<file path="src/sv/rshp_pkg.sv">
// Shared constants for the ray / sphere hit point pipeline.
// No dependencies; used by the channel interfaces, the multiplier and the top level.
package rshp_pkg;

  localparam int DEF_COORD_WIDTH = 32;
  localparam int DEF_FRAC_BITS   = 16;

  // multiplier digit: bits of the second operand retired per pipeline stage
  localparam int MUL_DIG = 16;

endpackage

</file>
<file path="src/sv/rshp_mul.sv">
// Pipelined signed multiplier: sign/magnitude split, one MUL_DIG-bit digit of b per stage.
// Depends on rshp_pkg (MUL_DIG). The input split, each digit and the final sign fix are registered.
module rshp_mul #(
  parameter int AW = 17,
  parameter int BW = 17
) (
  input  logic                    clk_i,
  input  logic                    en_i,
  input  logic signed [AW-1:0]    a_i,
  input  logic signed [BW-1:0]    b_i,
  output logic signed [AW+BW-1:0] p_o
);
  import rshp_pkg::*;

  localparam int NDIG = (BW + MUL_DIG - 1) / MUL_DIG;
  localparam int BP   = NDIG * MUL_DIG;
  localparam int PW   = AW + BW;
  localparam int XW   = AW + MUL_DIG;

  logic [AW-1:0]        ma_c;
  logic [BW-1:0]        mb_c;
  logic [AW-1:0]        ma_q  [NDIG+1];
  logic [BP-1:0]        mb_q  [NDIG+1];
  logic [PW-1:0]        acc_q [NDIG+1];
  logic                 neg_q [NDIG+1];
  logic [XW-1:0]        pp_c  [NDIG];
  logic signed [PW-1:0] p_q;

  always_comb begin
    ma_c = a_i[AW-1] ? AW'(-a_i) : AW'(a_i);
    mb_c = b_i[BW-1] ? BW'(-b_i) : BW'(b_i);
    for (int k = 0; k < NDIG; k++) begin
      pp_c[k] = XW'(ma_q[k]) * XW'(mb_q[k][k*MUL_DIG +: MUL_DIG]);
    end
  end

  always_ff @(posedge clk_i) begin
    if (en_i) begin
      ma_q[0]  <= ma_c;
      mb_q[0]  <= BP'(mb_c);
      neg_q[0] <= a_i[AW-1] ^ b_i[BW-1];
      acc_q[0] <= '0;
      for (int k = 0; k < NDIG; k++) begin
        ma_q[k+1]  <= ma_q[k];
        mb_q[k+1]  <= mb_q[k];
        neg_q[k+1] <= neg_q[k];
        acc_q[k+1] <= acc_q[k] + (PW'(pp_c[k]) << (k * MUL_DIG));
      end
      p_q <= neg_q[NDIG] ? -$signed(acc_q[NDIG]) : $signed(acc_q[NDIG]);
    end
  end

  assign p_o = p_q;

endmodule

</file>
<file path="config.mk">
export PLATFORM = sky130hd
export DESIGN_NAME = rshp_mul
export DESIGN_NICKNAME = d
export VERILOG_FILES = /design/src/sv/rshp_pkg.sv /design/src/sv/rshp_mul.sv
export SDC_FILE = /design/constraint.sdc
export NUM_CORES = 1
export LEC_CHECK = 0
export BUFFER_PORTS_ARGS = -buffer_cell sky130_fd_sc_hd__buf_4
export CORE_MARGIN = 4
export CORE_UTILIZATION = 25
export DETAILED_ROUTE_END_ITERATION = 6
export HOLD_SLACK_MARGIN = 0.05
export PLACE_DENSITY = 0.44
export SLEW_MARGIN = 15
export SYNTH_ARGS = -nofsm -noshare
export SYNTH_HDL_FRONTEND = slang
export SYNTH_SLANG_ARGS = --single-unit
</file>
<file path="constraint.sdc">
create_clock -name clk_i -period 6.3 [get_ports clk_i]
set_clock_uncertainty 0.15 [all_clocks]
set_input_delay 1.575 -clock clk_i [delete_from_list [all_inputs] [get_ports clk_i]]
set_output_delay 1.575 -clock clk_i [all_outputs]
set_load 0.02 [all_outputs]
</file>
==> flow_summary_export.csv, run 1 <==
group,metric,value,unit
detailed_routing,wl_per_cell,15.0,µm
synth,async_flop_share,0,%
synth,synthFlopType,"edfxtp_1",
global_routing,grt_pass1_vias,11400,
sta,tns,0,ns
place,gp_congestion,0.852,
floorplanning,pin_count,70,
sta,hold_violations,0,
sta,max_slew_margin,32.7,%
flow_run,timing.max_cap.violations,0,
layout,fillers,6559,
floorplanning,rows,92,
cts,clock_sinks,157,
detailed_routing,viasPerCell,4.23,
sta,period_minus_slack,6.21,ns
cts,ctsRootBufferMaster,"clkbuf_16",
synth,ys_ff_latch,157,
cts,cts_tree,"done",
worst_setup_path,cp.arrival,6.26,ns
layout,ff_latch_area,4710,µm²
sta,setup_violations,0,
cts,clk_pin_slew_worst_paths,0.07,ns
worst_setup_path,start_kind,"register",
cts,cts_hold_buf,0,
detailed_routing,finalWirelength,38.5,mm
worst_setup_path,critPathRequiredTime,6.35,ns
global_routing,antenna_found_initial,0,
cts,clock_latency,0.45,ns
sta,drv_slew,0,
synth,synthesis.area,16100,µm²
synth,synth_enable_flop_cells,157,
floorplanning,die_y,262,µm
sta,fin_crit_sh,98.6,%
global_routing,overflow,0,
cts,numCtsBuffers,17,
layout,syn2layout_area_growth,19.9,%
floorplanning,start_util,25.4,%
worst_setup_path,crit_fanout,5,
layout,multi_input_area,10300,µm²
sta,worst_pin_slew,1.01,ns
layout,layout-drive-gt1-share,15.0,%
layout,nets,2087,
global_routing,grt_start_max_net_pins,74,
sta,max_freq,161,MHz
synth,postSynthCellCount,1547,
place,dp.final_hpwl,31.6,mm
synth,avgSynthCellArea,10.4,µm²
cts,cts_buffer_depth,2,
synth,ys_seq_area_share,29.3,%
outcome,status,"finished clean",
floorplanning,core_area,63400,µm²
global_routing,grt_pass1_wl,62.4,mm
synth,ys_warn_count,0,
detailed_routing,drtIter0Drc,595,
detailed_routing,route.detailed.drc,0,
floorplanning,die_x,262,µm
synth,ys_types,56,
min_path,hold_path_class,"reg2reg",
detailed_routing,vias,10900,
detailed_routing,drt_pass1_iterations,5,
synth,syn_nets,1922,
cts,h-tree-depth,4,
detailed_routing,ant_nets,0,
floorplanning,die_area,68400,µm²
worst_setup_path,crit_type,"reg2reg",
place,io_buffer_count,69,
worst_setup_path,end_kind,"register",
sta,rsz0062_at_grt,"true",
global_routing,grt_usage,11.6,%
[cell usage after synthesis, types with 6 or more instances]
cell	count	area, µm²
inv_1	263	987
fa_1	210	4200
clkbuf_1	46	173
xnor2_1	87	762
nor3_1	9	45.0
nor2b_1	6	37.5
a211oi_1	6	45.0
o21ai_0	49	245
nand2_1	197	739
a21oi_1	39	195
a21o_1	14	105
and2_1	148	926
o41ai_1	12	105
o31ai_1	14	105
nor2_1	42	158
xor2_1	16	140
nand2b_1	9	56.3
ha_1	129	1610
o21a_1	9	67.6
or4_1	6	45.0
edfxtp_1	157	4710
nand3_1	14	70.1
[routing by layer]
metal / track usage, % / routed length (µm) / share of wire, %
met5: 0 / 0 / 0
met3: 2.35 / 2040 / 5.3
met4: 2.79 / 511 / 1.3
met1: 16.7 / 18900 / 49
met2: 17.9 / 17100 / 44
[through the flow]
stage	std cells	hold slack [ns]	cell area (µm²)	util (%)	setup WS (ns)
after floorplan	1547	0.250	16100	-	0.253
after global placement	2516	0.256	18400	29.0	-0.156
after detailed placement	2516	0.261	18400	29.0	-0.116
after CTS	2548	0.272	19000	29.9	0.00313
after global routing	2570	0.280	19300	30.4	-0.103
final	2571	0.271	19300	30.4	0.0893
[layout make-up]
cell class                 instances  share of cell area [%]
inverter                         263                    5.12
antenna                            1                  0.0130
clock buffer                      18                    2.23
multi-input combinational       1081                    53.6
timing repair buffer             192                    8.44
sequential                       157                    24.5
clock inverter                    13                   0.688
tap                              846                    5.49
[final timing paths]
kind / slack (ns) / end / startpoint / cells past startpoint
hold reg to reg: 0.27 / acc_q[0][72]$_DFFE_PP_ / acc_q[0][38]$_DFFE_PP_ / 0
setup / recovery: 0.09 / acc_q[0][65]$_DFFE_PP_ / ma_q[0][8]$_DFFE_PP_ / 21
hold / removal: 0.27 / acc_q[0][72]$_DFFE_PP_ / acc_q[0][38]$_DFFE_PP_ / 0
setup reg to reg: 0.09 / acc_q[0][65]$_DFFE_PP_ / ma_q[0][8]$_DFFE_PP_ / 21
[critical path: stages, from the launching register on]
cell and delay, ns:
edfxtp_1 0.39, buf_4 0.18, buf_4 0.13, buf_4 0.14, nand2_1 0.09, fa_1 0.42, fa_1 0.62, fa_2 0.45
fa_1 0.48, inv_1 0.05, fa_1 0.52, inv_1 0.05, fa_1 0.52, inv_1 0.04, ha_2 0.19, a211oi_2 0.21
nor2_2 0.09, o41ai_2 0.34, o211ai_1 0.25, buf_4 0.21, a211o_1 0.27, xor2_1 0.16
[cell families (layout without fill, tap and decap cells)]
kind of cell               count (synthesis)  after routing  synth area share, %
DFF                                      157            157                 29.3
muxes                                      2              2                0.125
adders and majority gates                339            339                 36.2
AOI/OAI and AO/OA                        175            175                 7.04
and+or+nand+nor                          462            462                 14.5
buffers and inverters                    309            486                 7.21
other                                      0              1                    0
xor gates and xnor gates                 103            103                 5.61
[flip-flops by register name (all words and copies together) (netlist names)]
| register | cells |
|---|---|
| neg_q | 3 |
| ma_q | 34 |
| acc_q | 68 |
| mb_q | 18 |
| p_o | 34 |
[cell usage in the layout (no fill, tap or decap), types with 5 or more instances in the layout]
cell type | synthesis | routed
inv_1 | 263 | 263
fa_1 | 210 | 205
nand2_1 | 197 | 196
buf_4 | 0 | 174
edfxtp_1 | 157 | 157
and2_1 | 148 | 147
ha_1 | 129 | 125
xnor2_1 | 87 | 87
o21ai_0 | 49 | 42
nor2_1 | 42 | 41
a21oi_1 | 39 | 34
clkbuf_16 | 0 | 17
xor2_1 | 16 | 16
nand3_1 | 14 | 14
a21o_1 | 14 | 14
o31ai_1 | 14 | 14
buf_12 | 0 | 13
nor3_1 | 9 | 9
nand2b_1 | 9 | 9
o21a_1 | 9 | 9
o41ai_1 | 12 | 9
o21ai_1 | 2 | 8
nor2b_1 | 6 | 6
or4_1 | 6 | 6
a21oi_2 | 0 | 5
a211oi_1 | 6 | 5
nor4_1 | 5 | 5
fa_2 | 0 | 5
[timing repair]
item	CTS	global route
setup endpoints to repair	4	14
pin swaps	0	21
gates resized for setup	4	39
setup buffers	1	22
Power of run 1 is left out: the tool's default activity adds up to more than one toggle a clock period on the data nets, which glitch-free logic cannot reach.
==> run 2: changes to the inputs <==
==> constraint.sdc (replaced) <==
create_clock -name clk_i -period 6.3 [get_ports clk_i]
set_clock_uncertainty 0.15 [all_clocks]
set_input_delay 0 -clock clk_i [delete_from_list [all_inputs] [get_ports clk_i]]
set_output_delay 0 -clock clk_i [all_outputs]
set_load 0.02 [all_outputs]
==> flow_summary_export.csv, run 2 (synthesized netlist as in run 1, its figures left out) <==
group,metric,value,unit
min_path,min_from,"a_i[0]",
min_path,min_to,"ma_q[0][0]$_DFFE_PP_",
layout,largest_reg_flops,68,
detailed_routing,viasPerCell,4.26,
place,io_buffer_count,69,
global_routing,grt_start_max_net_pins,90,
global_routing,overflow,0,
global_routing,grt_pass1_wl,63.5,mm
cts,clock_sinks,157,
detailed_routing,vias,11100,
worst_setup_path,rrSetupSlack,0.13,ns
sta,worst_pin_slew,1.04,ns
detailed_routing,drt_pass1_iterations,5,
worst_setup_path,r2r_start,"mb_q[0][14]$_DFFE_PP_",
floorplanning,core_area,63400,µm²
detailed_routing,route.detailed.drc,0,
worst_setup_path,r2r_cells,18,
floorplanning,die_area,68400,µm²
worst_setup_path,crit_type,"reg2reg",
global_routing,grt_pass1_vias,11700,
sta,max_slew_margin,30.9,%
sta,hold_violations,0,
cts,clock_latency,0.45,ns
floorplanning,pin_count,70,
outcome,status,"finished clean",
layout,syn2layout_area_growth,23.0,%
place,gp_congestion,0.838,
min_path,min_path_cells,2,
detailed_routing,wl_per_cell,14.9,µm
cts,cts_buffer_depth,2,
place,postPlaceCellArea,18400,µm²
sta,period_minus_slack,6.17,ns
sta,setup_violations,0,
global_routing,antenna_found_initial,0,
detailed_routing,finalWirelength,39.0,mm
layout,fin_util,31.2,%
cts,cts_tree,"done",
place,dp_cells,2514,
sta,drv_slew,0,
floorplanning,start_util,25.4,%
worst_setup_path,critPathRequiredTime,6.34,ns
layout,max_flop_register,"acc_q",
place,dp.final_hpwl,31.7,mm
min_path,hold_path_class,"in2reg",
flow_run,timing.max_cap.violations,0,
worst_setup_path,crit_fanout,6,
global_routing,grt_usage,11.7,%
layout,fin_cells,2616,
worst_setup_path,start_kind,"register",
worst_setup_path,cp.arrival,6.21,ns
cts,clk_pin_slew_worst_paths,0.07,ns
cts,h-tree-depth,4,
layout,final_common_cell,"inv_1",
floorplanning,rows,92,
detailed_routing,ant_nets,0,
layout,nets,2132,
layout,diodes,0,
layout,fillers,6522,
floorplanning,die_x,262,µm
sta,rsz0062_at_grt,"true",
detailed_routing,drtIter0Drc,596,
layout,layout-drive-gt1-share,13.7,%
floorplanning,die_y,262,µm
layout,postLayoutCellArea,19800,µm²
worst_setup_path,end_kind,"register",
cts,ctsRootBufferMaster,"clkbuf_16",
cts,numCtsBuffers,17,
sta,max_freq,162,MHz
sta,fin_crit_sh,97.9,%
layout,final_cell_mix,"inv_1 (263), fa_1 (208), nand2_1 (197)",
worst_setup_path,rr_endpoint,"acc_q[0][65]$_DFFE_PP_",
run 2: per-layer routing:
layer	track usage, %	routed length, µm	share of wire, %
met1	17.1	19700	51
met4	2.48	369	0.95
met3	1.80	1350	3.5
met2	18.5	17600	45
met5	0	0	0
run 2: repair_timing:
| item | in CTS | in global routing |
|---|---|---|
| endpoints found under the setup margin | 5 | 12 |
| gates resized for setup | 7 | 34 |
| pin swaps | 0 | 8 |
| buffers inserted | 0 | 12 |
| gates cloned | 0 | 0 |
| hold buffers | 58 | 0 |
| hold endpoints to repair | 123 | 0 |
run 2: final cells by class:
type	instances	area, µm²	area share (%)
clock inverters	15	150	0.759
multi-input cells	1081	10400	52.4
flip-flops and latches	157	4710	23.8
repair buffers	237	2090	10.5
inverters	263	987	4.99
well taps	846	1060	5.35
clock buffers	17	425	2.15
run 2: worst max-delay path by stage:
stage | depth (start not counted) | from | to | slack, ns
after global placement | 20 | ma_q[0][8]$_DFFE_PP_ | acc_q[0][67]$_DFFE_PP_ | -0.13
after floorplan | 21 | mb_q[0][7]$_DFFE_PP_ | acc_q[0][63]$_DFFE_PP_ | 0.25
after detailed placement | 23 | ma_q[0][3]$_DFFE_PP_ | acc_q[0][67]$_DFFE_PP_ | -0.17
after global routing | 20 | mb_q[0][4]$_DFFE_PP_ | acc_q[0][65]$_DFFE_PP_ | -0.07
final | 18 | mb_q[0][14]$_DFFE_PP_ | acc_q[0][65]$_DFFE_PP_ | 0.13
after CTS | 19 | ma_q[0][8]$_DFFE_PP_ | acc_q[0][65]$_DFFE_PP_ | 0.01
run 2: through the flow:
step | setup TNS (ns) | worst slack, ns | hold WS [ns]
2_1_floorplan | 0 | 0.253 | -0.0511
3_3_place_gp | -0.182 | -0.135 | 0.0537
3_5_place_dp | -0.276 | -0.174 | 0.0581
4_1_cts | 0 | 0.0115 | 0.118
5_1_grt | -0.144 | -0.0728 | 0.146
6_report | 0 | 0.131 | 0.150
run 2: worst max-delay path: stages (launching register included):
cell,delay (ns)
edfxtp_1,0.55
buf_4,0.22
and2_1,0.15
fa_2,0.59
fa_1,0.44
fa_1,0.49
fa_1,0.56
fa_1,0.52
inv_1,0.05
fa_1,0.47
inv_1,0.04
ha_1,0.29
or2_2,0.30
a21oi_2,0.14
o21a_1,0.16
o21ai_1,0.10
and3_1,0.21
a211o_1,0.30
xor2_1,0.16
Power of run 2 is left out for the same reason.
