**src/sv/rshp_sqrt.sv**
```systemverilog
// Pipelined integer square root, one result bit per stage (floor of the exact root).
// No package dependency. The input and each result bit are registered.
module rshp_sqrt #(
  parameter int SW = 8
) (
  input  logic            clk_i,
  input  logic            en_i,
  input  logic [SW-1:0]   rad_i,
  output logic [SW/2-1:0] root_o
);
  localparam int RW = SW / 2;
  localparam int XW = RW + 4;

  logic [SW-1:0] rad_q   [RW+1];
  logic [RW-1:0] root_q  [RW+1];
  logic [XW-1:0] rem_q   [RW+1];
  logic [XW-1:0] cur_c   [RW];
  logic [XW-1:0] trial_c [RW];

  always_comb begin
    for (int k = 0; k < RW; k++) begin
      cur_c[k]   = {rem_q[k][XW-3:0], rad_q[k][SW-1:SW-2]};
      trial_c[k] = XW'({root_q[k], 2'b01});
    end
  end

  always_ff @(posedge clk_i) begin
    if (en_i) begin
      rad_q[0]  <= rad_i;
      root_q[0] <= '0;
      rem_q[0]  <= '0;
      for (int k = 0; k < RW; k++) begin
        rad_q[k+1] <= rad_q[k] << 2;
        if (cur_c[k] >= trial_c[k]) begin
          rem_q[k+1]  <= cur_c[k] - trial_c[k];
          root_q[k+1] <= {root_q[k][RW-2:0], 1'b1};
        end else begin
          rem_q[k+1]  <= cur_c[k];
          root_q[k+1] <= {root_q[k][RW-2:0], 1'b0};
        end
      end
    end
  end

  assign root_o = root_q[RW];

endmodule

```
**config.mk**
```make
export PLATFORM = sky130hd
export DESIGN_NAME = rshp_sqrt
export DESIGN_NICKNAME = d
export VERILOG_FILES = /design/src/sv/rshp_sqrt.sv
export SDC_FILE = /design/constraint.sdc
export NUM_CORES = 1
export LEC_CHECK = 0
export BUFFER_PORTS_ARGS = -buffer_cell sky130_fd_sc_hd__buf_2
export CORE_MARGIN = 2
export CORE_UTILIZATION = 66
export CTS_BUF_LIST = sky130_fd_sc_hd__clkbuf_8
export CTS_CLUSTER_SIZE = 24
export DETAILED_ROUTE_END_ITERATION = 16
export GPL_ROUTABILITY_DRIVEN = 0
export PLACE_DENSITY = 0.85
export SLEW_MARGIN = 10
export SYNTH_ARGS = -nofsm -noshare
export SYNTH_HDL_FRONTEND = slang
export SYNTH_SLANG_ARGS = --single-unit
```
**constraint.sdc**
```tcl
create_clock -name clk_i -period 3.6 [get_ports clk_i]
set_input_delay 0.36 -clock clk_i [delete_from_list [all_inputs] [get_ports clk_i]]
set_output_delay 0.36 -clock clk_i [all_outputs]
set_load 0.05 [all_outputs]
```
==> impl.org, run 1 <==
** Timing
- Fmax achieved :: 457 MHz
- For the final routed database, the setup TNS stands at 0 ns.
- The number of pins exceeding their max-slew limit in the final report is 0.
- Shortest clock period the worst path allows after layout :: 2.19 ns
- Slew at the pin closest to its max-slew limit :: 0.639 ns
- Normalized max-slew margin :: 57.4%
- Final setup vio count :: 0
- The final count of hold timing violations is 0.
- Setup repair after global routing left no endpoint under its margin.
- Final Cycle Share :: 60.8%
- Worst setup skew after layout :: 0.00604 ns

** Routing
- Iteration-0 DRC Markers :: 17
- For this run, design rule violations remaining after detail routing come to 0.
- The detailed router placed 987 vias in this run.
- First-pass detailed-route iteration total :: 4
- ANT nets after route :: 0
- Average wire per cell in the routed design :: 13.6 µm
- Wire length reported by the detailed router :: 2.43 mm
- Dividing the detail-routed via count by the number of cells gives 5.54.

** Placed design
- Total cell area at the placement stage :: 2020 µm²
- The count of buffers added on input and output ports is 13.
- Including well taps, the total number of placed cells is 170.
- Summed over all nets, the half-perimeter wirelength after detailed placement is 1.81 mm.

** Yosys
- Averaged over all synthesized cells, the footprint is 14.8 µm².
- Synth area leaders :: edfxtp_1, ha_1, inv_1, xnor2_1, a21oi_1
- Most used standard cell by instance count after synthesis :: edfxtp_1
- When the netlist entered floorplanning its net count stood at 153.
- Top cells by count, synth :: edfxtp_1, inv_1, ha_1, nor2_1, a21oi_1
- Of the synthesized area, sequential elements account for 69.3%.
- Number of flops mapped to enable cells by yosys :: 44
- Counting every instance in the synthesized netlist gives 131.
- Share of the synthesized area in the top cell type :: 68.2%
- Async set-reset flop share out of synthesis :: 0%
- Synthesized cell area :: 1940 µm²
- Commonest register cell after synthesis :: edfxtp_1
- After synthesis the netlist holds a flip-flop and latch count of 45.
- Yosys printed 0 warnings.
- Distinct cell type count after synthesis :: 26
- The biggest area contributor in the post-synthesis netlist is edfxtp_1.

** GRT
- Global routing consumed, over all layers together, 17.3% of the routing resources.
- Pin count of the biggest net entering global routing :: 31
- The initial antenna violation count came to 0.
- Summed over all layers, the global routing overflow is 0.
- The first global-routing pass estimated 4.16 mm of wire.
- Number of global-route vias before repair :: 1025

** Finish
- Footprint of the multi-input gates :: 517 µm²
- Once layout is done, the placed cells without fillers occupy 2110 µm².
- Finished Layout Cells :: 178
- 0 antenna diodes ended up in the layout.
- Across the whole layout, storage elements account for 1340 µm².
- Total Nets Final :: 168
- The area growth from synthesis to layout is 9.11%.
- Cells with a size suffix above 1 make up 18.4% of the layout.
- Count of filler cells inserted in the layout :: 175

** Critical path
- Startpoint type of the worst setup path :: flip-flop
- Among all stages on the critical path, the largest delay is contributed by or3b_1.
- STA classifies the critical path endpoint as a flip-flop.
- WP buf/inv :: 0
- Data arrival, critical path :: 2.24 ns
- In this run the worst path has a maximum fanout of 6.
- Endpoint of the worst-slack reg-to-reg timing path :: rem_q[3][3]
- Setup crit start :: rem_q[2][0]
- In this run the critical register-to-register path is launched from rem_q[2][0].
- On the worst path, the slowest cell contributes a delay of 0.51 ns.
- The critical path in this run is classified as flip-flop to flip-flop.
- For flop-to-flop paths, the worst setup slack is 1.41 ns.
- Dominant delay contributor by cell family on the critical path :: simple AND/OR/NAND/NOR gates
- Path depth of the worst reg2reg path :: 5
- Required arrival time at the worst endpoint :: 3.65 ns
- Critical-path cell list :: ha_1, nor2b_1, o21ai_1, or3b_1, mux2_4

** Worst hold path
- In this run the most critical hold path is launched from rad_i[0].
- Along the worst hold path, the cell count comes to 1.
- The min-delay analysis places its worst path in the category primary input to flip-flop.
- The path with the worst hold slack has its endpoint at rad_q[0][0].

** CTS
- Sink Count :: 45
- TritonCTS built the clock tree.
- Worst-Skew Late Latency :: 0.30 ns
- Clock slew at the register clock pins of the worst setup and hold paths :: 0.09 ns
- Clk Tree Root Cell :: clkbuf_8
- Post-CTS repair timing setup buffer count :: 0
- Number of buffers inserted during clock tree synthesis :: 5
- The clock tree synthesis step divided the H-tree into 2 levels.
- The longest clock path from root to sink contains 2 buffers.
- Resize count post-CTS :: 0
- Hold-fix buffers, CTS :: 0

** Pwr
- Sum of internal, switching and leakage power :: 1100 µW
- Peak supply drop :: 0.000504 V
- Power density relative to cell area :: 520 nW/µm²
- The analysis attributes to cell leakage a power of 0.000857 µW.

** Floorplanning
- Die span in y :: 58.2 µm
- Count of boundary I/O pins :: 14
- Cell row count :: 19
- In this run the standard cell core region covers 2780 µm².
- For this configuration, the core starts out at a cell density of 69.6%.
- Horizontal die dimension :: 58.2 µm
- The die covers 3380 µm².

** Status
- Outcome :: finished, final reports clean

** Job
- Reported max-cap violation count :: 0
==> worst register-to-register path, cell delays in order, from the launching register on <==
cell	delay [ns]
edfxtp_1	0.41
ha_1	0.37
nor2b_1	0.15
o21ai_1	0.16
or3b_1	0.51
mux2_4	0.34
==> stage by stage <==
stage          setup WS [ns]  utilization (%)  hold slack [ns]
2_1_floorplan           1.57                -            0.400
3_3_place_gp            1.50             72.6            0.401
3_5_place_dp            1.41             72.6            0.405
4_1_cts                 1.40             76.0            0.220
5_1_grt                 1.32             76.0            0.212
6_report                1.41             76.0            0.230
==> power breakdown <==
part	switching (µW)	internal, µW	leakage (µW)
Combinational	68.8	55.9	0.000373
Sequential	19.5	631	0.000434
Clock	179	144	0.0000495
==> cells by family (layout without fill, tap and decap cells) <==
kind of cell	Yosys count	count (layout)	synth area share, %
AO/OA/AOI/OAI	15	15	4.97
XOR/XNOR	7	7	3.17
adder cells (fa/ha/maj)	12	12	7.75
buffers and inverters	19	35	4.07
flip-flops	45	45	69.3
multiplexers	4	4	2.58
AND/OR/NAND/NOR	29	29	8.20
==> placed cells by master, fill, tap and decap left out <==
| cell type | count |
|---|---|
| o21ai_0 | 4 |
| o21a_1 | 2 |
| ha_1 | 12 |
| or3b_1 | 1 |
| o21ai_1 | 1 |
| o311ai_2 | 1 |
| nor2b_1 | 4 |
| nand3_1 | 2 |
| inv_1 | 13 |
| a21bo_2 | 1 |
| xnor2_1 | 5 |
| or2b_1 | 1 |
| clkbuf_8 | 5 |
| nor4_2 | 1 |
| buf_2 | 13 |
| xor2_1 | 2 |
| dfxtp_1 | 1 |
| nand2_1 | 4 |
| nor2_1 | 7 |
| inv_6 | 3 |
| and2_1 | 3 |
| mux2i_1 | 2 |
| nor3_1 | 4 |
| mux2_4 | 2 |
| edfxtp_1 | 44 |
| a21oi_1 | 6 |
| buf_4 | 1 |
| nand3b_1 | 2 |
==> area by class of cell <==
type,instances,share of cell area [%]
inverters,13,2.31
well taps,31,1.84
multi-input cells,67,24.5
flip-flops and latches,45,63.5
clock inverters,3,1.24
repair buffers,14,3.43
clock buffers,5,3.26
==> flip-flops by register name, summed over array words and instances (netlist names) <==
register and cells:
rem_q 15, root_q 10, rad_q 20
==> per-layer routing <==
layer | wire, µm | part of all wire [%] | GRT usage (%) | up-vias
li1 | - | - | - | 491
met1 | 941 | 39 | 17.0 | 467
met2 | 1330 | 55 | 31.8 | 21
met3 | 102 | 4.2 | 5.58 | 8
met4 | 53 | 2.2 | 8.97 | 0
met5 | 0 | 0 | 0 | -
==> worst max path at each step <==
stage | end | slack, ns | cells after the start
after floorplan | rem_q[3][2] | 1.57 | 6
after global placement | rem_q[3][2] | 1.50 | 4
after detailed placement | rem_q[3][3] | 1.41 | 5
after CTS | rem_q[3][3] | 1.40 | 5
after global routing | rem_q[3][3] | 1.32 | 5
final | rem_q[3][3] | 1.41 | 5
(Power assumes the default switching activity.)
==> run 2, diff against run 1 <==
--- a/config.mk
+++ b/config.mk
@@ -7,12 +7,12 @@
 export LEC_CHECK = 0
 export BUFFER_PORTS_ARGS = -buffer_cell sky130_fd_sc_hd__buf_2
 export CORE_MARGIN = 2
-export CORE_UTILIZATION = 66
+export CORE_UTILIZATION = 61
 export CTS_BUF_LIST = sky130_fd_sc_hd__clkbuf_8
 export CTS_CLUSTER_SIZE = 24
 export DETAILED_ROUTE_END_ITERATION = 16
 export GPL_ROUTABILITY_DRIVEN = 0
-export PLACE_DENSITY = 0.85
+export PLACE_DENSITY = 0.8
 export SLEW_MARGIN = 10
 export SYNTH_ARGS = -nofsm -noshare
 export SYNTH_HDL_FRONTEND = slang
==> constraint.sdc (replaced) <==
create_clock -name clk_i -period 2.19 [get_ports clk_i]
set_input_delay 0.219 -clock clk_i [delete_from_list [all_inputs] [get_ports clk_i]]
set_output_delay 0.219 -clock clk_i [all_outputs]
set_load 0.05 [all_outputs]
==> impl.org, run 2 (synthesis gave the netlist of run 1 again) <==
** Status
- Outcome :: finished, final reports clean

** Routing
- The final routed DRC violation total is 0 (unchanged).
- The sum of routed wire length over all layers is 2.55 mm (+5.1%).
- The total vias in the final route was 987 (unchanged).
- The DRC marker count from the first detailed-route iteration is 29 (+12).
- Average wire per cell in the routed design :: 13.2 µm (-3.0%)
- The first-pass iteration count of the detailed router is 4 (unchanged).
- The number of antenna-violating nets in the routed design was 0 (unchanged).
- Detailed-route vias per instance :: 5.11 (-7.8%)

** Finish
- Relative to the synthesized area, the layout overhead comes to 11.1%.
- Most common cell after layout, fill and taps aside :: edfxtp_1
- The flip-flop count of the largest register, all copies and words added is 20 (unchanged).
- The layout filler cell count was 196 (+12%).
- The layout cell share with drive strength beyond 1 is 20.8% (+2.4 points).
- The library cells used most frequently in the layout, excluding fill and tap cells, are edfxtp_1, inv_1, buf_2.
- The count of inserted antenna diode cells is 0 (unchanged).
- Registers with the most flip-flops :: rad_q: 20 flops, rem_q: 15 flops, root_q: 10 flops
- The register with the most flip-flops in the final layout is rad_q.
- The final net count was 170 (+1.2%).

** Pwr
- The cell area power density came to 824 nW/µm² (+59%).
- The overall power is 1770 µW (+62%).
- The reported leakage power came to 0.000862 µW (+0.68%).
- The peak supply drop was 0.000524 V (+3.8%).

** Timing
- Hold violation count in the final report :: 0 (unchanged)
- The transition time at the pin with the least slew margin was 0.445 ns (-0.193 ns).
- RSZ-0062 raised after global routing :: no
- The total negative setup slack was 0 ns (unchanged).
- Smallest setup slack after layout :: 0.126 ns (-1.28 ns)
- The final-report setup violation count came to 0 (unchanged).
- The upper clock frequency limit was 485 MHz (+6.1%).
- Worst setup skew after layout :: 0.00757 ns (+0.00153 ns)
- The number of pins exceeding their max-slew limit in the final report was 0 (unchanged).
- Shortest clock period the worst path allows after layout :: 2.06 ns (-0.126 ns)
- Final Cycle Share :: 94.2% (+33 points)
- Normalized max-slew margin :: 70.2% (+13 points)

** GRT
- The via count of the first global-routing pass is 1020 (-0.49%).
- Pin count of the biggest net entering global routing :: 33 (+6.5%)
- Global-route wire length before repair :: 4.17 mm (+0.17%)
- The initial antenna violation count was 0 (unchanged).
- Sum of overflow across all layers after global routing :: 0 (unchanged)
- The overall track demand over capacity in global routing came to 16.9% (-0.34 points).

** CTS
- The number of H-tree levels came to 2 (unchanged).
- Clock slew at the register clock pins of the worst setup and hold paths :: 0.08 ns (about the same)
- Hold-fix buffers, CTS :: 0 (unchanged)
- Clk Tree Root Cell :: clkbuf_8
- The maximum count of clock buffers along a single path was 2 (unchanged).
- The source-to-sink clock delay at the later pin of the worst-skew pair was 0.30 ns (about the same).
- TritonCTS clock tree :: done
- The clock buffer count from CTS was 5 (unchanged).
- The number of sinks handled by clock tree synthesis is 45 (unchanged).

** Placed design
- Total of buffers placed on input and output ports :: 13 (unchanged)
- The worst slack at placement is 0.0511 ns (-1.36 ns).
- The half-perimeter wire length after placement was 1.91 mm (+5.1%).

** Worst hold path
- Type of the worst min-delay path :: primary input to flip-flop

** Floorplanning
- The number of primary I/O pins is 14 (unchanged).
- Cell row count :: 20 (+1)
- The core region area was 3030 µm² (+8.9%).
- The die area came to 3640 µm² (+7.6%).
- The overall die height was 60.4 µm (+3.7%).
- Effective utilization at floorplan :: 64.0% (-5.7 points)
- Horizontal die dimension :: 60.4 µm (+3.7%)

** Job
- Reported max-cap violation count :: 0 (unchanged)

** Critical path
- Type of element capturing the critical path :: flip-flop
- Required arrival time at the worst endpoint :: 2.24 ns (-1.41 ns)
- The setup path with the least slack is of type flip-flop to flip-flop.
- Startpoint type of the worst setup path :: flip-flop
- The peak fanout along the critical path came to 4 (-2).
- Data arrival, critical path :: 2.12 ns (-0.12 ns)
[run 2: cell type report]
class                      count  area (µm²)  share of cell area, %
clock buffer                   5        68.8                   3.20
clock inverter                 3        17.5                  0.814
inverter                      13        48.8                   2.27
multi-input combinational     67         533                   24.8
sequential                    45        1340                   62.3
tap                           44        55.1                   2.56
timing repair buffer          16        87.6                   4.07
[run 2: what timing repair did]
item,in CTS,in global routing
buffers inserted,0,0
endpoints found under the setup margin,0,6
resized for setup,0,3
[run 2: final timing paths]
check	startpoint	end	slack, ns	cells past startpoint
worst max register to register	rem_q[2][0]	rem_q[3][3]	0.13	5
worst min-delay path	rad_i[1]	rad_q[0][1]	0.09	1
worst max-delay path	rem_q[2][0]	rem_q[3][3]	0.13	5
worst min register to register	rad_q[0][13]	rad_q[0][23]	0.42	0
[run 2: worst max-delay path, stage by stage, from the launching register on]
cell and delay [ns]:
edfxtp_1 0.41, ha_1 0.36, nor2b_1 0.16, o21ai_2 0.16, or3b_4 0.43, mux2_4 0.30
[run 2: layer usage]
metal	GRT usage (%)	up-vias	wire (µm)
li1	-	496	-
met1	15.5	466	990
met2	32.3	20	1400
met3	6.40	5	115
met4	7.94	0	49
met5	0	-	0
[run 2: power by group]
part	internal [µW]	total (µW)	switching, µW
clock	220	489	269
sequential	1040	1070	34.0
combinational	96.3	213	117
total	1350	1770	420
[run 2: through the flow]
step | hold slack (ns) | instances | utilization [%] | cell area [µm²]
final | 0.0883 | 193 | 71.1 | 2150
after global routing | 0.0767 | 193 | 71.1 | 2150
after CTS | 0.0818 | 193 | 70.5 | 2140
after detailed placement | 0.397 | 185 | 67.7 | 2050
after global placement | 0.396 | 185 | 67.7 | 2050
after floorplan | 0.318 | 131 | - | 1940
