==> config.mk <==
export PLATFORM = sky130hd
export DESIGN_NAME = rshp_div
export DESIGN_NICKNAME = d
export VERILOG_FILES = /design/src/sv/rshp_div.sv
export SDC_FILE = /design/constraint.sdc
export NUM_CORES = 1
export LEC_CHECK = 0
export BUFFER_PORTS_ARGS = -buffer_cell sky130_fd_sc_hd__buf_2
export CORE_UTILIZATION = 23
export CTS_BUF_LIST = sky130_fd_sc_hd__clkbuf_16
export CTS_CLUSTER_SIZE = 10
export DETAILED_ROUTE_END_ITERATION = 8
export PLACE_DENSITY = 0.44
export SLEW_MARGIN = 20
export SYNTH_ARGS = -nofsm -noshare
export SYNTH_HDL_FRONTEND = slang
export SYNTH_SLANG_ARGS = --single-unit
==> constraint.sdc <==
create_clock -name clk_i -period 2.4 [get_ports clk_i]
set_input_delay 0.36 -clock clk_i [delete_from_list [all_inputs] [get_ports clk_i]]
set_output_delay 0.36 -clock clk_i [all_outputs]
set_load 0.005 [all_outputs]
==> src/sv/rshp_div.sv <==
// Pipelined restoring unsigned divider, one quotient bit per stage.
// No package dependency. The input and each quotient bit are registered; den_i must be nonzero.
module rshp_div #(
  parameter int NW = 8,
  parameter int DW = 8
) (
  input  logic          clk_i,
  input  logic          en_i,
  input  logic [NW-1:0] num_i,
  input  logic [DW-1:0] den_i,
  output logic [NW-1:0] quo_o
);
  logic [NW-1:0] nq_q  [NW+1];
  logic [DW-1:0] rem_q [NW+1];
  logic [DW-1:0] den_q [NW+1];
  logic [DW:0]   cur_c [NW];
  logic          ge_c  [NW];

  always_comb begin
    for (int k = 0; k < NW; k++) begin
      cur_c[k] = {rem_q[k], nq_q[k][NW-1]};
      ge_c[k]  = cur_c[k] >= {1'b0, den_q[k]};
    end
  end

  // numerator bits shift out the top while quotient bits shift in at the bottom
  always_ff @(posedge clk_i) begin
    if (en_i) begin
      nq_q[0]  <= num_i;
      rem_q[0] <= '0;
      den_q[0] <= den_i;
      for (int k = 0; k < NW; k++) begin
        den_q[k+1] <= den_q[k];
        nq_q[k+1]  <= {nq_q[k][NW-2:0], ge_c[k]};
        rem_q[k+1] <= ge_c[k] ? DW'(cur_c[k] - {1'b0, den_q[k]}) : DW'(cur_c[k]);
      end
    end
  end

  assign quo_o = nq_q[NW];

endmodule

==> run summary, run 1 <==
CTS max path bufs: 2
Max-slew violations: 0
Initial Util: 23.4%
Hold Crit Class: input pin to flop
Top FF cell, synth: edfxtp_1
Number of remaining DRC errors: 0
DR iter-0 viols: 216
Via count: 4972
Worst Setup Start Kind: flop
Post-Syn Nets: 754
Pwr Density: 887 nW/µm²
CP arrival: 2.48 ns
WP depth: 6
CTS Buf Count: 17
Share of layout cells above drive strength 1: 12.4%
Die area: 40200 µm²
Worst R2R Start: den_q[0][24]$_DFFE_PP_
FF-to-FF path depth: 6
ANT nets after route: 0
Detailed placer's ending HPWL: 11000 µm
Fmax: 434 MHz
Max incr delay on CP: 0.41 ns
Finished Core Util: 27.0%
CTS root buf: clkbuf_16
Lkg Pwr: 3.94 nW
Number of synthesized flops with an enable pin: 192
Crit path kind: flop to flop
Via/cell ratio: 4.00
Boundary Pins: 26
Worst-Margin Slew: 0.588 ns
# Max-Cap Violations: 0
Initial antenna violation count: 0
Rel. slew slack: 60.4%
Fin area: 10500 µm²
Filler cells: 4032
Clk_lat worst skew: 0.43 ns
Seq pwr share: 47.9%
Skew final: 0.00917 ns
Gate power share: 22.2%
Sw power: 0.00264 W
Post-synthesis cell count: 672
First-pass GRT wire length: 25000 µm
Post-synth cell types: 48
Final Hold Slack: 0.0998 ns
Worst-path fanout max: 6
Hold Path Origin: den_i[0]
Worst hold stages: 1
Worst Setup End Kind: flop
DR WL/cell: 12.1 µm
Yosys warning total: 0
H-tree Lvls: 4
Delay-heaviest family, CP: compound AO/OA/AOI/OAI gates
Clock tree from TritonCTS: done
Total negative slack: 0 ns
Register area share after synthesis: 63.6%
Placement Cell Area: 9880 µm²
Core Box Area: 38700 µm²
Minimum clock period: 2.30 ns
Share of flip-flops with an asynchronous set or reset: 0%
Internal: 0.00665 W
Grt total ovfl: 0
CP max stage cell: edfxtp_1
FF-to-FF End: rem_q[0][35]$_DFFE_PP_
Hold endpoint: den_q[0][0]$_DFFE_PP_
Switching Share: 28.4%
Metal2 WL: 7920 µm
Area grow syn2layout: 15.4%
Fin nets: 794
Syn Std Cell Area: 9070 µm²
CTS sink count: 192
Diode count: 0
Row cnt: 72
Top routing layer used: met4
All-Layer GR Usage: 7.88%
Seq cells post-synth: 192
CP Cell Sequence: ha_1 > or2b_1 > a21oi_1 > o21ai_1 > a41oi_4 > mux2_2
Die H: 201 µm
Largest net degree at the start of global routing: 53
Avg Inst Size Synth: 13.5 µm²
Worst path buffer plus inverter count: 0
Flop2flop setup slack: 0.1 ns
Clock Power Share: 29.9%
Met3 Routed Length: 379 µm
Reg clk slew, reported paths: 0.07 ns
Routability cong.: 0.783
Die X: 201 µm
Outcome: finished, final reports clean
Req. time, crit path: 2.58 ns
Placed Cells incl. Taps: 1210
First-pass detailed-route iteration total: 5
Unrepaired setup endpoints after global routing: false
Final hold vios: 0
VDD IR max: 0.000530 V
Vias in the first global route: 5154
Crit share post-route: 95.9%
# port buffers: 25
Final WL: 15000 µm
Finish-stage setup viols: 0
Layout Cells excl Fill: 1243
Met1 WL: 6430 µm
==> power by group through the flow <==
stage | logic [W] | registers (W) | clock network, W
floorplan | 0.00160 | 0.00444 | 0
global placement | 0.00204 | 0.00453 | 0
detailed placement | 0.00207 | 0.00453 | 0
CTS | 0.00208 | 0.00446 | 0.00290
global route | 0.00234 | 0.00450 | 0.00303
finish | 0.00206 | 0.00445 | 0.00278
==> routing by layer <==
layer	up-vias	GRT usage [%]
met2	51	14.4
met5	-	0
met3	20	2.13
met1	2359	8.52
met4	0	3.38
li1	2542	-
==> cell usage after synthesis (8+ instances only) <==
| cell type | count | area, µm² |
|---|---|---|
| nand2_1 | 47 | 176 |
| edfxtp_1 | 192 | 5770 |
| a21oi_1 | 35 | 175 |
| o21ai_0 | 47 | 235 |
| nor2b_1 | 11 | 68.8 |
| mux2_2 | 10 | 113 |
| buf_4 | 12 | 90.1 |
| o31ai_1 | 8 | 60.1 |
| inv_1 | 82 | 308 |
| xnor2_1 | 12 | 105 |
| xor2_1 | 8 | 70.1 |
| nor2_1 | 24 | 90.1 |
| nand2b_1 | 14 | 87.6 |
| ha_1 | 58 | 726 |
==> worst register-to-register path: cells and delay by family, from the launching register on <==
kind | cells | cell delay (ns)
AND/OR/NAND/NOR | 1 | 0.23
flip-flops | 1 | 0.41
adder cells (fa/ha/maj) | 1 | 0.35
multiplexers | 1 | 0.39
AO/OA/AOI/OAI | 3 | 0.67
==> flip-flops by register name, summed over array words and instances, names as in the netlist <==
register	count
den_q	64
rem_q	56
nq_q	72
==> what timing repair did <==
action / 4_1_cts / 5_1_grt
gates resized for setup: 0 / 1
hold buffers: 0 / 0
endpoints found under the setup margin: 0 / 6
buffers inserted: 0 / 1
==> per-stage QoR <==
step | power (W) | worst slack [ns]
5_1_grt | 0.00987 | 0.00532
3_5_place_dp | 0.00660 | 0.0766
2_1_floorplan | 0.00604 | 0.282
3_3_place_gp | 0.00657 | 0.105
4_1_cts | 0.00943 | 0.0531
6_report | 0.00929 | 0.0982
==> area by class of cell <==
type | count | area, µm² | share of cell area, %
sequential | 192 | 5770 | 55.1
multi-input combinational | 382 | 2890 | 27.6
tap | 518 | 648 | 6.19
clock buffer | 17 | 425 | 4.06
inverter | 83 | 312 | 2.98
timing repair buffer | 36 | 279 | 2.67
clock inverter | 15 | 148 | 1.41
==> cell families after synthesis <==
kind of cell | after synthesis | share of synthesized area [%]
buffers and inverters | 98 | 4.59
multiplexers | 14 | 1.68
AND/OR/NAND/NOR | 142 | 8.21
AO/OA/AOI/OAI | 142 | 10.7
adder cells (fa/ha/maj) | 64 | 9.33
flip-flops | 192 | 63.6
XOR/XNOR | 20 | 1.93
==> how the worst max path moves through the flow <==
stage / end / from
floorplan: rem_q[0][38]$_DFFE_PP_ / den_q[0][24]$_DFFE_PP_
global placement: rem_q[0][35]$_DFFE_PP_ / den_q[0][24]$_DFFE_PP_
detailed placement: rem_q[0][35]$_DFFE_PP_ / den_q[0][24]$_DFFE_PP_
CTS: rem_q[0][35]$_DFFE_PP_ / den_q[0][24]$_DFFE_PP_
global route: rem_q[0][34]$_DFFE_PP_ / nq_q[0][31]$_DFFE_PP_
finish: rem_q[0][35]$_DFFE_PP_ / den_q[0][24]$_DFFE_PP_
==> cells in the final DEF, fill, tap and decap left out, types with 3 or more instances in the layout <==
cell type,synthesis,layout
nor2b_1,11,10
o21ai_0,47,47
nand4_1,6,6
nand3_1,3,3
nor3b_1,6,6
xnor2_1,12,12
nor4b_1,4,4
buf_12,0,5
inv_8,0,3
o31ai_1,8,8
ha_1,58,58
buf_2,3,24
nor2_1,24,24
nand3b_1,4,4
a221oi_4,4,4
a21o_1,6,6
nor4_1,5,5
and4_1,5,5
clkinvlp_4,0,3
o21ai_1,4,4
and2_1,5,5
a21boi_0,5,5
edfxtp_1,192,192
a31oi_1,6,6
inv_6,0,5
inv_1,82,82
fa_1,6,6
nand2b_1,14,14
clkbuf_16,0,17
a211oi_1,4,4
buf_4,12,6
nand2_1,47,47
a211o_1,4,4
or2_2,4,4
mux2i_1,4,4
mux2_2,10,10
o21a_1,7,7
xor2_1,8,8
a21oi_1,35,35
Note: power is estimated with default switching activity, not from simulation.
==> run 2, diff against run 1 <==
--- a/config.mk
+++ b/config.mk
@@ -6,6 +6,7 @@
 export NUM_CORES = 1
 export LEC_CHECK = 0
 export BUFFER_PORTS_ARGS = -buffer_cell sky130_fd_sc_hd__buf_2
+export CORE_ASPECT_RATIO = 0.5
 export CORE_UTILIZATION = 23
 export CTS_BUF_LIST = sky130_fd_sc_hd__clkbuf_16
 export CTS_CLUSTER_SIZE = 10
==> constraint.sdc (replaced) <==
create_clock -name clk_i -period 2.16 [get_ports clk_i]
set_input_delay 0.324 -clock clk_i [delete_from_list [all_inputs] [get_ports clk_i]]
set_output_delay 0.324 -clock clk_i [all_outputs]
set_load 0.005 [all_outputs]
==> run summary, run 2 (synthesis gave the netlist of run 1 again) <==
Fmax: 464 MHz
Minimum clock period: 2.16 ns
Skew final: 0.00735 ns
Largest register FFs: 72
Largest net degree at the start of global routing: 41
Unrepaired setup endpoints after global routing: true
CTS sink count: 192
Req. time, crit path: 2.35 ns
DR WL/cell: 12.1 µm
Top flop regs: nq_q x72, den_q x64, rem_q x56
Crit path kind: flop to flop
CTS root buf: clkbuf_16
DR iter-0 viols: 269
Flop2flop setup slack: 0.003 ns
Die area: 40300 µm²
All-Layer GR Usage: 8.29%
Clock tree from TritonCTS: done
Vias in the first global route: 5331
Placement Cell Area: 10100 µm²
Seq pwr share: 45.9%
Worst-path fanout max: 3
VDD IR max: 0.000627 V
Max-slew violations: 0
Layout Cells excl Fill: 1291
Crit share post-route: 99.9%
Fin nets: 840
Via/cell ratio: 4.04
Share of layout cells above drive strength 1: 23.3%
Row cnt: 50
Final hold vios: 0
CTS max path bufs: 2
Clock Power Share: 27.4%
First-pass detailed-route iteration total: 6
Post-CTS Hold Buffers: 0
FF/Latch Area: 5770 µm²
Finished Core Util: 29.2%
Commonest non-fill, non-tap cell in the layout: edfxtp_1
First-pass GRT wire length: 25700 µm
Initial Util: 23.8%
# Max-Cap Violations: 0
Routability cong.: 0.832
Filler cells: 3759
Diode count: 0
Core Box Area: 38100 µm²
Switching Share: 28.2%
Die X: 283 µm
Worst-Margin Slew: 0.405 ns
Fin area: 11100 µm²
Number of remaining DRC errors: 0
Reg clk slew, reported paths: 0.07 ns
Final WL: 15600 µm
Sw power: 0.00305 W
Lkg Pwr: 4.19 nW
Rel. slew slack: 72.8%
Worst Setup Start Kind: flop
Internal: 0.00775 W
Initial antenna violation count: 0
Worst Setup End Kind: flop
CTS Buf Count: 17
Multi-input gate area: 3170 µm²
CP arrival: 2.35 ns
Via count: 5218
Finish-stage setup viols: 0
Boundary Pins: 26
ANT nets after route: 0
Die H: 142 µm
Detailed placer's ending HPWL: 11400 µm
Biggest register: nq_q
Grt total ovfl: 0
Most frequent cells in the layout: edfxtp_1 (192), inv_1 (77), nand2_1 (47)
Gate power share: 26.7%
H-tree Lvls: 4
Outcome: finished, final reports clean
Clk_lat worst skew: 0.44 ns
Hold Crit Class: input pin to flop
Placed Cells incl. Taps: 1243
Pwr Density: 971 nW/µm²
Total negative slack: 0 ns
# port buffers: 25
Area grow syn2layout: 22.6%
==> run 2: area by class of cell <==
type                            instances  area share (%)
Inverter                               83            2.80
Clock inverter                         15            1.09
Sequential cell                       192            51.8
Clock buffer                           17            3.83
Timing Repair Buffer                   82            6.10
Tap cell                              520            5.85
Multi-Input combinational cell        382            28.5
==> run 2: through the flow <==
step / power, W / hold slack [ns] / setup WS, ns
2_1_floorplan: 0.00672 / 0.400 / 0.0418
3_3_place_gp: 0.00745 / 0.400 / -0.0201
3_5_place_dp: 0.00753 / 0.405 / -0.0772
4_1_cts: 0.0106 / 0.0155 / -0.00477
5_1_grt: 0.0115 / 0.0187 / -0.0877
6_report: 0.0108 / 0.0527 / 0.00288
==> run 2: final timing paths <==
path,startpoint,cells after the start,to
setup reg to reg,den_q[0][24]$_DFFE_PP_,7,rem_q[0][38]$_DFFE_PP_
hold / removal,den_i[2],1,den_q[0][2]$_DFFE_PP_
setup / recovery,den_q[0][24]$_DFFE_PP_,7,rem_q[0][38]$_DFFE_PP_
hold reg to reg,nq_q[0][34]$_DFFE_PP_,0,nq_q[0][43]$_DFFE_PP_
==> run 2: critical path, cell delays in order (launching register included) <==
cell      delay, ns
edfxtp_1       0.44
ha_4           0.20
fa_2           0.34
nor2b_2        0.13
o31a_1         0.18
nor4_2         0.05
a311o_1        0.31
mux2_2         0.25
==> run 2: layer usage <==
layer | GRT usage (%) | share of wire, % | vias to the layer above
li1 | - | - | 2633
met1 | 9.33 | 45 | 2492
met2 | 14.1 | 49 | 58
met3 | 2.56 | 3.0 | 35
met4 | 4.52 | 3.4 | 0
met5 | 0 | 0 | -
==> run 2: power by group through the flow <==
stage,sequential [W],clock [W],combinational (W)
final,0.00496,0.00296,0.00288
after global routing,0.00502,0.00323,0.00321
after CTS,0.00494,0.00310,0.00257
after detailed placement,0.00502,0,0.00251
after global placement,0.00502,0,0.00243
after floorplan,0.00494,0,0.00178
==> run 2: what timing repair did <==
| item | in CTS | in global routing |
|---|---|---|
| setup endpoints to repair | 14 | 46 |
| setup buffers | 5 | 10 |
| pin swaps | 9 | 18 |
| gates cloned | 0 | 1 |
| resized for setup | 20 | 55 |
==> run 3, diff against run 2 <==
--- a/config.mk
+++ b/config.mk
@@ -5,7 +5,7 @@
 export SDC_FILE = /design/constraint.sdc
 export NUM_CORES = 1
 export LEC_CHECK = 0
-export BUFFER_PORTS_ARGS = -buffer_cell sky130_fd_sc_hd__buf_2
+export BUFFER_PORTS_ARGS = -buffer_cell sky130_fd_sc_hd__buf_4
 export CORE_ASPECT_RATIO = 0.5
 export CORE_UTILIZATION = 23
 export CTS_BUF_LIST = sky130_fd_sc_hd__clkbuf_16
==> run summary, run 3 (synthesis gave the netlist of run 1 again) <==
CTS Buf Count: 17
Vias in the first global route: 5332
Row cnt: 50
Post-Place Worst Slack: -0.0655 ns
Unrepaired setup endpoints after global routing: true
H-tree Lvls: 4
Filler cells: 3796
Crit path kind: flop to flop
Largest register FFs: 72
Initial Util: 23.8%
Diode count: 0
Number of remaining DRC errors: 0
DR WL/cell: 12.4 µm
Die area: 40300 µm²
CTS max path bufs: 2
Failing checks: negative setup slack
Worst hold stages: 1
FF-to-FF path depth: 8
Minimum clock period: 2.17 ns
Final hold vios: 0
Worst-Margin Slew: 0.441 ns
CP arrival: 2.37 ns
Worst R2R Start: nq_q[0][39]$_DFFE_PP_
Grt total ovfl: 0
Power Total: 0.0111 W
Most frequent cells in the layout: edfxtp_1 (192), buf_4 (79), inv_1 (78)
Top flop regs: nq_q x72, den_q x64, rem_q x56
Worst-path fanout max: 2
Die X: 283 µm
First-pass GRT wire length: 26000 µm
Reg clk slew, reported paths: 0.07 ns
Hold endpoint: nq_q[0][5]$_DFFE_PP_
Detailed placer's ending HPWL: 11400 µm
Skew final: 0.00888 ns
Core Box Area: 38100 µm²
Setup WS post-layout: -0.0140 ns
Worst Setup End Kind: flop
Clk_lat worst skew: 0.44 ns
FF-to-FF End: rem_q[0][46]$_DFFE_PP_
Placed Cells incl. Taps: 1244
Fmax: 460 MHz
Crit share post-route: 101%
Area grow syn2layout: 24.7%
First-pass detailed-route iteration total: 6
Rel. slew slack: 70.6%
Flop2flop setup slack: -0.01 ns
Clock tree from TritonCTS: done
Hold Path Origin: num_i[5]
Via count: 5220
Layout Cells excl Fill: 1297
DR iter-0 viols: 245
Finish-stage setup viols: 2
Fin nets: 847
Boundary Pins: 26
ANT nets after route: 0
Post-CTS Hold Buffers: 0
All-Layer GR Usage: 8.35%
Pwr Density: 985 nW/µm²
Initial antenna violation count: 0
Final WL: 16100 µm
Largest net degree at the start of global routing: 45
Die H: 142 µm
Share of layout cells above drive strength 1: 24.2%
CTS sink count: 192
Worst Setup Start Kind: flop
# port buffers: 25
VDD IR max: 0.000625 V
Lkg Pwr: 4.29 nW
Routability cong.: 0.843
Max-slew violations: 0
# Max-Cap Violations: 0
Via/cell ratio: 4.02
Commonest non-fill, non-tap cell in the layout: edfxtp_1
Req. time, crit path: 2.35 ns
Biggest register: nq_q
Hold Crit Class: input pin to flop
CTS root buf: clkbuf_16
Outcome: finished, violations left
-- run 3: cell count changes in the layout (fill, tap and decap cells not counted), moves of 2 or more --
cell        previous run  this run
bufinv_16              1         4
a21oi_2                8        12
buf_4                 46        79
ha_4                  11        15
a21oi_4                2         0
a21oi_1               26        24
buf_2                 24         0
o21ai_1               15        13
clkinvlp_4             5         0
o21ai_0               34        37
buf_6                  3         1
ha_1                  43        39
-- run 3: worst max-delay path: stages (launching register included) --
cell and delay [ns]:
edfxtp_1 0.38, inv_2 0.08, ha_4 0.15, fa_2 0.21, nor2b_2 0.05, o31a_1 0.29
buf_4 0.15, a311o_1 0.34, mux2_4 0.26
-- run 3: worst max-delay path by stage --
stage	start	to	slack, ns	depth (start not counted)
3_5_place_dp	den_q[0][24]$_DFFE_PP_	rem_q[0][38]$_DFFE_PP_	-0.07	7
3_3_place_gp	rem_q[0][37]$_DFFE_PP_	rem_q[0][46]$_DFFE_PP_	-0.03	6
4_1_cts	rem_q[0][25]$_DFFE_PP_	rem_q[0][38]$_DFFE_PP_	-0.03	6
6_report	nq_q[0][39]$_DFFE_PP_	rem_q[0][46]$_DFFE_PP_	-0.01	8
5_1_grt	den_q[0][24]$_DFFE_PP_	rem_q[0][38]$_DFFE_PP_	-0.10	7
2_1_floorplan	den_q[0][24]$_DFFE_PP_	rem_q[0][38]$_DFFE_PP_	0.04	7
-- run 3: what timing repair did --
item | CTS | global route
setup buffers | 3 | 18
endpoints found under the hold margin | 0 | 0
pin swaps | 5 | 28
endpoints found under the setup margin | 12 | 51
resized for setup | 15 | 58
gates cloned | 0 | 2
-- run 3: power breakdown --
part | internal [W] | leakage, nW | switching (W) | total, W
logic | 0.00149 | 2.10 | 0.00143 | 0.00292
registers | 0.00473 | 1.88 | 0.000242 | 0.00497
clock network | 0.00191 | 0.305 | 0.00134 | 0.00325
-- run 3: cell type report --
type / instances / area, µm² / area share, %
Sequential cell: 192 / 5770 / 51.0
Inverter: 83 / 312 / 2.75
Timing Repair Buffer: 89 / 783 / 6.92
Multi-Input combinational cell: 382 / 3210 / 28.3
Tap cell: 520 / 651 / 5.75
Clock inverter: 14 / 173 / 1.53
Clock buffer: 17 / 425 / 3.76
-- run 3: routing by layer --
layer,track usage (%),routed length (µm),up-vias
li1,-,-,2645
met4,3.95,433,0
met3,2.94,564,28
met5,0,0,-
met1,9.52,7250,2464
met2,14.0,7850,83
-- run 3: through the flow --
step           util, %  TNS [ns]  instance area, µm²  hold slack (ns)
2_1_floorplan        -         0                9070            0.400
4_1_cts           28.6   -0.0316               10900           0.0179
3_3_place_gp      26.8    -0.221               10200            0.402
3_5_place_dp      26.8    -0.575               10200            0.405
6_report          29.7   -0.0279               11300           0.0540
5_1_grt           29.7    -0.616               11300           0.0119
